**config.mk**
```make
export PLATFORM = sky130hd
export DESIGN_NAME = khc_ctrl
export DESIGN_NICKNAME = d
export VERILOG_FILES = /design/src/hdl/kmer_histogram_counter_assert.svh /design/src/hdl/khc_pkg.sv /design/src/hdl/khc_ctrl.sv
export SDC_FILE = /design/constraint.sdc
export NUM_CORES = 1
export LEC_CHECK = 0
export BUFFER_PORTS_ARGS = -buffer_cell sky130_fd_sc_hd__buf_2
export CAP_MARGIN = 40
export CORE_AREA = 5 5 42 44
export DETAILED_ROUTE_END_ITERATION = 7
export DIE_AREA = 0 0 47 49
export PLACE_DENSITY_LB_ADDON = 0.1
export REMOVE_ABC_BUFFERS = 1
export SYNTH_ARGS = -nofsm -noshare
export SYNTH_HDL_FRONTEND = slang
export SYNTH_SLANG_ARGS = --single-unit
```
**constraint.sdc**
```tcl
create_clock -name clk_i -period 1.1 [get_ports clk_i]
set_input_delay 0.22 -clock clk_i [delete_from_list [all_inputs] [get_ports clk_i]]
set_output_delay 0.22 -clock clk_i [all_outputs]
set_load 0.01 [all_outputs]
```
**src/hdl/kmer_histogram_counter_assert.svh**
```systemverilog
// Assertion macros shared by the k-mer histogram counter RTL.
`ifndef KMER_HISTOGRAM_COUNTER_ASSERT_SVH
`define KMER_HISTOGRAM_COUNTER_ASSERT_SVH
`ifndef SYNTHESIS
`define KHC_ASSERT_SAME(lbl, clk, rstn, ante, cons) \
  lbl: assert property (@(posedge clk) disable iff (!rstn) (ante) |-> (cons)) \
    else $error("assertion failed");
`define KHC_ASSERT_NEXT(lbl, clk, rstn, ante, cons) \
  lbl: assert property (@(posedge clk) disable iff (!rstn) (ante) |=> (cons)) \
    else $error("assertion failed");
`else
`define KHC_ASSERT_SAME(lbl, clk, rstn, ante, cons)
`define KHC_ASSERT_NEXT(lbl, clk, rstn, ante, cons)
`endif
`endif

```
**src/hdl/khc_pkg.sv**
```systemverilog
// Package with types, constants and helper functions of the k-mer histogram counter.
`timescale 1ns / 1ps
`default_nettype none
package khc_pkg;

  localparam int unsigned MAX_K_DEF      = 10;
  localparam int unsigned COUNT_BITS_DEF = 32;

  localparam logic [3:0]  KLEN_RESET  = 4'd10;
  localparam logic [7:0]  START_RESET = 8'd2;
  localparam logic [31:0] MIN_RESET   = 32'd0;
  localparam logic [8:0]  POS_MAX     = 9'd511;

  localparam logic [1:0] CFG_KMER_LENGTH    = 2'd0;
  localparam logic [1:0] CFG_START_POSITION = 2'd1;
  localparam logic [1:0] CFG_MIN_COUNT      = 2'd2;

  localparam logic REQ_BASE  = 1'b0;
  localparam logic REQ_QUERY = 1'b1;

  localparam logic [1:0] CODE_A = 2'd0;
  localparam logic [1:0] CODE_C = 2'd1;
  localparam logic [1:0] CODE_G = 2'd2;
  localparam logic [1:0] CODE_T = 2'd3;

  typedef enum logic [2:0] {
    ST_CLEAR,
    ST_IDLE,
    ST_EXEC,
    ST_UPDATE,
    ST_RESPOND
  } khc_state_e;

  typedef struct packed {
    logic capture;
    logic clear_wr;
    logic exec;
    logic update;
    logic respond;
  } khc_cmd_t;

  typedef struct packed {
    logic clear_last;
    logic is_query;
    logic window_hit;
  } khc_status_t;

  function automatic logic [1:0] base_code(input logic [7:0] ch);
    logic [1:0] code;
    case (ch)
      8'h43, 8'h63: code = CODE_C;
      8'h47, 8'h67: code = CODE_G;
      8'h54, 8'h74: code = CODE_T;
      default:      code = CODE_A;
    endcase
    return code;
  endfunction

endpackage
`default_nettype wire

```
**src/hdl/khc_ctrl.sv**
```systemverilog
// Controller state machine that sequences clearing, base updates and queries.
`timescale 1ns / 1ps
`default_nettype none
module khc_ctrl
  import khc_pkg::*;
(
  input  wire logic        clk_i,
  input  wire logic        rst_ni,
  input  wire logic        start_i,
  input  wire khc_status_t status_i,
  output khc_cmd_t         cmd_o,
  output logic             busy_o
);

  khc_state_e state_q, state_d;

  always_ff @(posedge clk_i or negedge rst_ni) begin
    if (!rst_ni) begin
      state_q <= ST_CLEAR;
    end else begin
      state_q <= state_d;
    end
  end

  always_comb begin
    state_d = state_q;
    case (state_q)
      ST_CLEAR: begin
        if (status_i.clear_last) state_d = ST_IDLE;
      end
      ST_IDLE: begin
        if (start_i) state_d = ST_EXEC;
      end
      ST_EXEC: begin
        if (status_i.is_query) begin
          state_d = ST_RESPOND;
        end else if (status_i.window_hit) begin
          state_d = ST_UPDATE;
        end else begin
          state_d = ST_IDLE;
        end
      end
      ST_UPDATE:  state_d = ST_IDLE;
      ST_RESPOND: state_d = ST_IDLE;
      default:    state_d = ST_CLEAR;
    endcase
  end

  always_comb begin
    cmd_o  = '0;
    busy_o = 1'b1;
    case (state_q)
      ST_CLEAR: cmd_o.clear_wr = 1'b1;
      ST_IDLE: begin
        busy_o        = 1'b0;
        cmd_o.capture = start_i;
      end
      ST_EXEC:    cmd_o.exec    = 1'b1;
      ST_UPDATE:  cmd_o.update  = 1'b1;
      ST_RESPOND: cmd_o.respond = 1'b1;
      default:    busy_o        = 1'b1;
    endcase
  end

endmodule
`default_nettype wire

```
==> metrics.txt <==
finished layout cell area 381.6 um2; Clock Tree Buf Depth 2; Tightest Pin Transition about 0.19 ns; Setup TNS -1.251 ns; most frequent cells in the layout buf_2 (10), buf_4 (5), clkbuf_4 (3); Top reg by flops state_q; CTS H-tree lvls 1; Routed WL around 670 um; CP Launch Point state_q[1]; CTS tree done; Syn-to-layout area delta 100.7%; proportion of layout cells with a drive suffix above 1 0.7143; slowest cell on the critical path dfrtp_1; NumNets Final 49; vias per inst 4.121; Initial DRC Count 3; status finished with violations; failing checks setup timing; final setup fails 7; Critical Path Start Type flip-flop; Routability Congestion around 0.76; ANT cells 0; Slew Viols, Final 0; Hold Violations, Final 0; Syn Area/Cell 9.056 um2; Starting Density 0.1357; max reg flops 3; Hold WS around 0.27 ns; CTS buffer count 3; CP max FO 2; drt wl/cell approximately 12 um; WS Path Type flip-flop to primary output; initial antenna violation count 0; Rel. slew slack 0.8710; Largest regs state_q: 3 flops; PortBufs 11; die height between 40 and 50 um; Power Dens Cells 2536 nW/um2; Cell variety after synth 17; residual DRC count 0; Critical Path RT between 0.8 and 0.9 ns; largest net degree at the start of global routing 11; Worst EP arrival between 1 and 1.5 ns; number of global-route vias before repair between 200 and 300; hpwl dp ~500 um; Reg-to-Reg End state_q[0]; most common cell after layout, fill and taps aside buf_2; I/O Pins 12; unrepaired setup endpoints after global routing yes; number of max-cap violations 0; Leak roughly 0.19 nW; end point of the critical path cmd_o[4]; post-route core utilization 0.2723; Gate Count Post-Synth 21; Worst R2R Setup Slack -0.03 ns; clock transition at the registers of the reported paths roughly 0.030 ns; site row count 14; Final Skew between 0.003 and 0.004 ns; DIE AREA around 2300 um2; YS warnings 0; gr ovfl total 0; Final min period between 1 and 1.5 ns; VDD IR-drop max between 700 and 800 uV; Setup crit end kind primary output; reg-to-reg startpoint state_q[1]; CP cell instances or2b_1 > nor3b_2 > buf_2; PnR worst setup slack -0.2701 ns; Die X between 40 and 50 um; Critical Path Max Stage Delay about 0.38 ns; via count 239; FMAX around 0.73 GHz; Design Power ~970 uW; worst skew pair latency approximately 0.23 ns; Root Buffer clkbuf_4; first-pass GRT wire length 1138 um; post-synthesis sequential area ratio 0.3947; FF+latch count, synth 3; drt first pass iters 2; R2R depth 4; Mapped Area 190.2 um2; worst hold path class primary input to flip-flop; core area 1401 um2; Num Clock Sinks 3; total track usage 0.07118; Routed Antenna Nets 0; Tcrit/Tclk final 1.246; Placed Area about 300 um2
through the flow:
step / setup slack [ns] / instances
after floorplan: -0.1159 / 20
after global placement: -0.02912 / 52
after detailed placement: -0.04960 / 52
after CTS: -0.2858 / 58
after global routing: -0.3287 / 58
final: -0.2701 / 58
logic make-up after synthesis:
family,share of synthesized area
AOI/OAI and AO/OA,0.1118
and+or+nand+nor,0.4475
DFF,0.3947
buffers and inverters,0.04601
metal layers:
metal | up-vias | global-route usage | wire length, um
met2 | 8 | 0.1018 | 332
met5 | - | 0 | 0
li1 | 116 | - | -
met1 | 115 | 0.07930 | 281
met3 | 0 | 0.007380 | 54
met4 | 0 | 0.08295 | 0
worst min-delay path by stage:
stage | start | endpoint | slack [ns] | cells past startpoint
after global placement | rst_ni | state_q[0] | 0.02 | 1
after floorplan | rst_ni | state_q[0] | -0.08 | 0
final | status_i[1] | state_q[2] | 0.27 | 2
after detailed placement | rst_ni | state_q[0] | 0.02 | 1
after global routing | status_i[1] | state_q[2] | 0.27 | 2
after CTS | status_i[1] | state_q[2] | 0.27 | 2
synthesized netlist by cell type (all sizes together):
cell / instances / area [um2]
a21oi: 1 / 5.000
nand3b: 1 / 7.510
o31ai: 1 / 7.510
nor3: 1 / 5.000
buf: 1 / 5.000
nand2b: 1 / 6.260
nor2b: 1 / 6.260
inv: 1 / 3.750
or2b: 1 / 7.510
a32oi: 1 / 8.760
and2: 2 / 13.77
nor3b: 2 / 15.01
dfrtp: 3 / 75.07
nand4b: 1 / 8.760
nor2: 2 / 7.510
and3: 1 / 7.510
final cells by class:
class | instances | area [um2]
tap | 16 | 20.02
inverter | 1 | 3.754
timing repair buffer | 18 | 120.1
clock buffer | 4 | 26.28
fill | 158 | 1020
multi-input combinational | 16 | 133.9
sequential | 3 | 77.57
repair_timing:
action | CTS | global route
resized for setup | 7 | 4
setup endpoints to repair | 7 | 7
setup buffers | 1 | 0
endpoints found under the hold margin | 3 | 0
pin swaps | 1 | 0
hold buffers | 1 | 0
power breakdown:
part | switching [mW] | internal, mW | leakage, nW
Sequential | 0.0604 | 0.155 | 0.0361
Clock | 0.0565 | 0.136 | 0.0150
Combinational | 0.233 | 0.326 | 0.139
critical path: cells and delay by family, from the launching register on:
family	cells	cell delay, ns
flip-flops	1	0.38
buffers and inverters	1	0.14
AND/OR/NAND/NOR	2	0.40
Note: power is estimated with default switching activity, not from simulation.
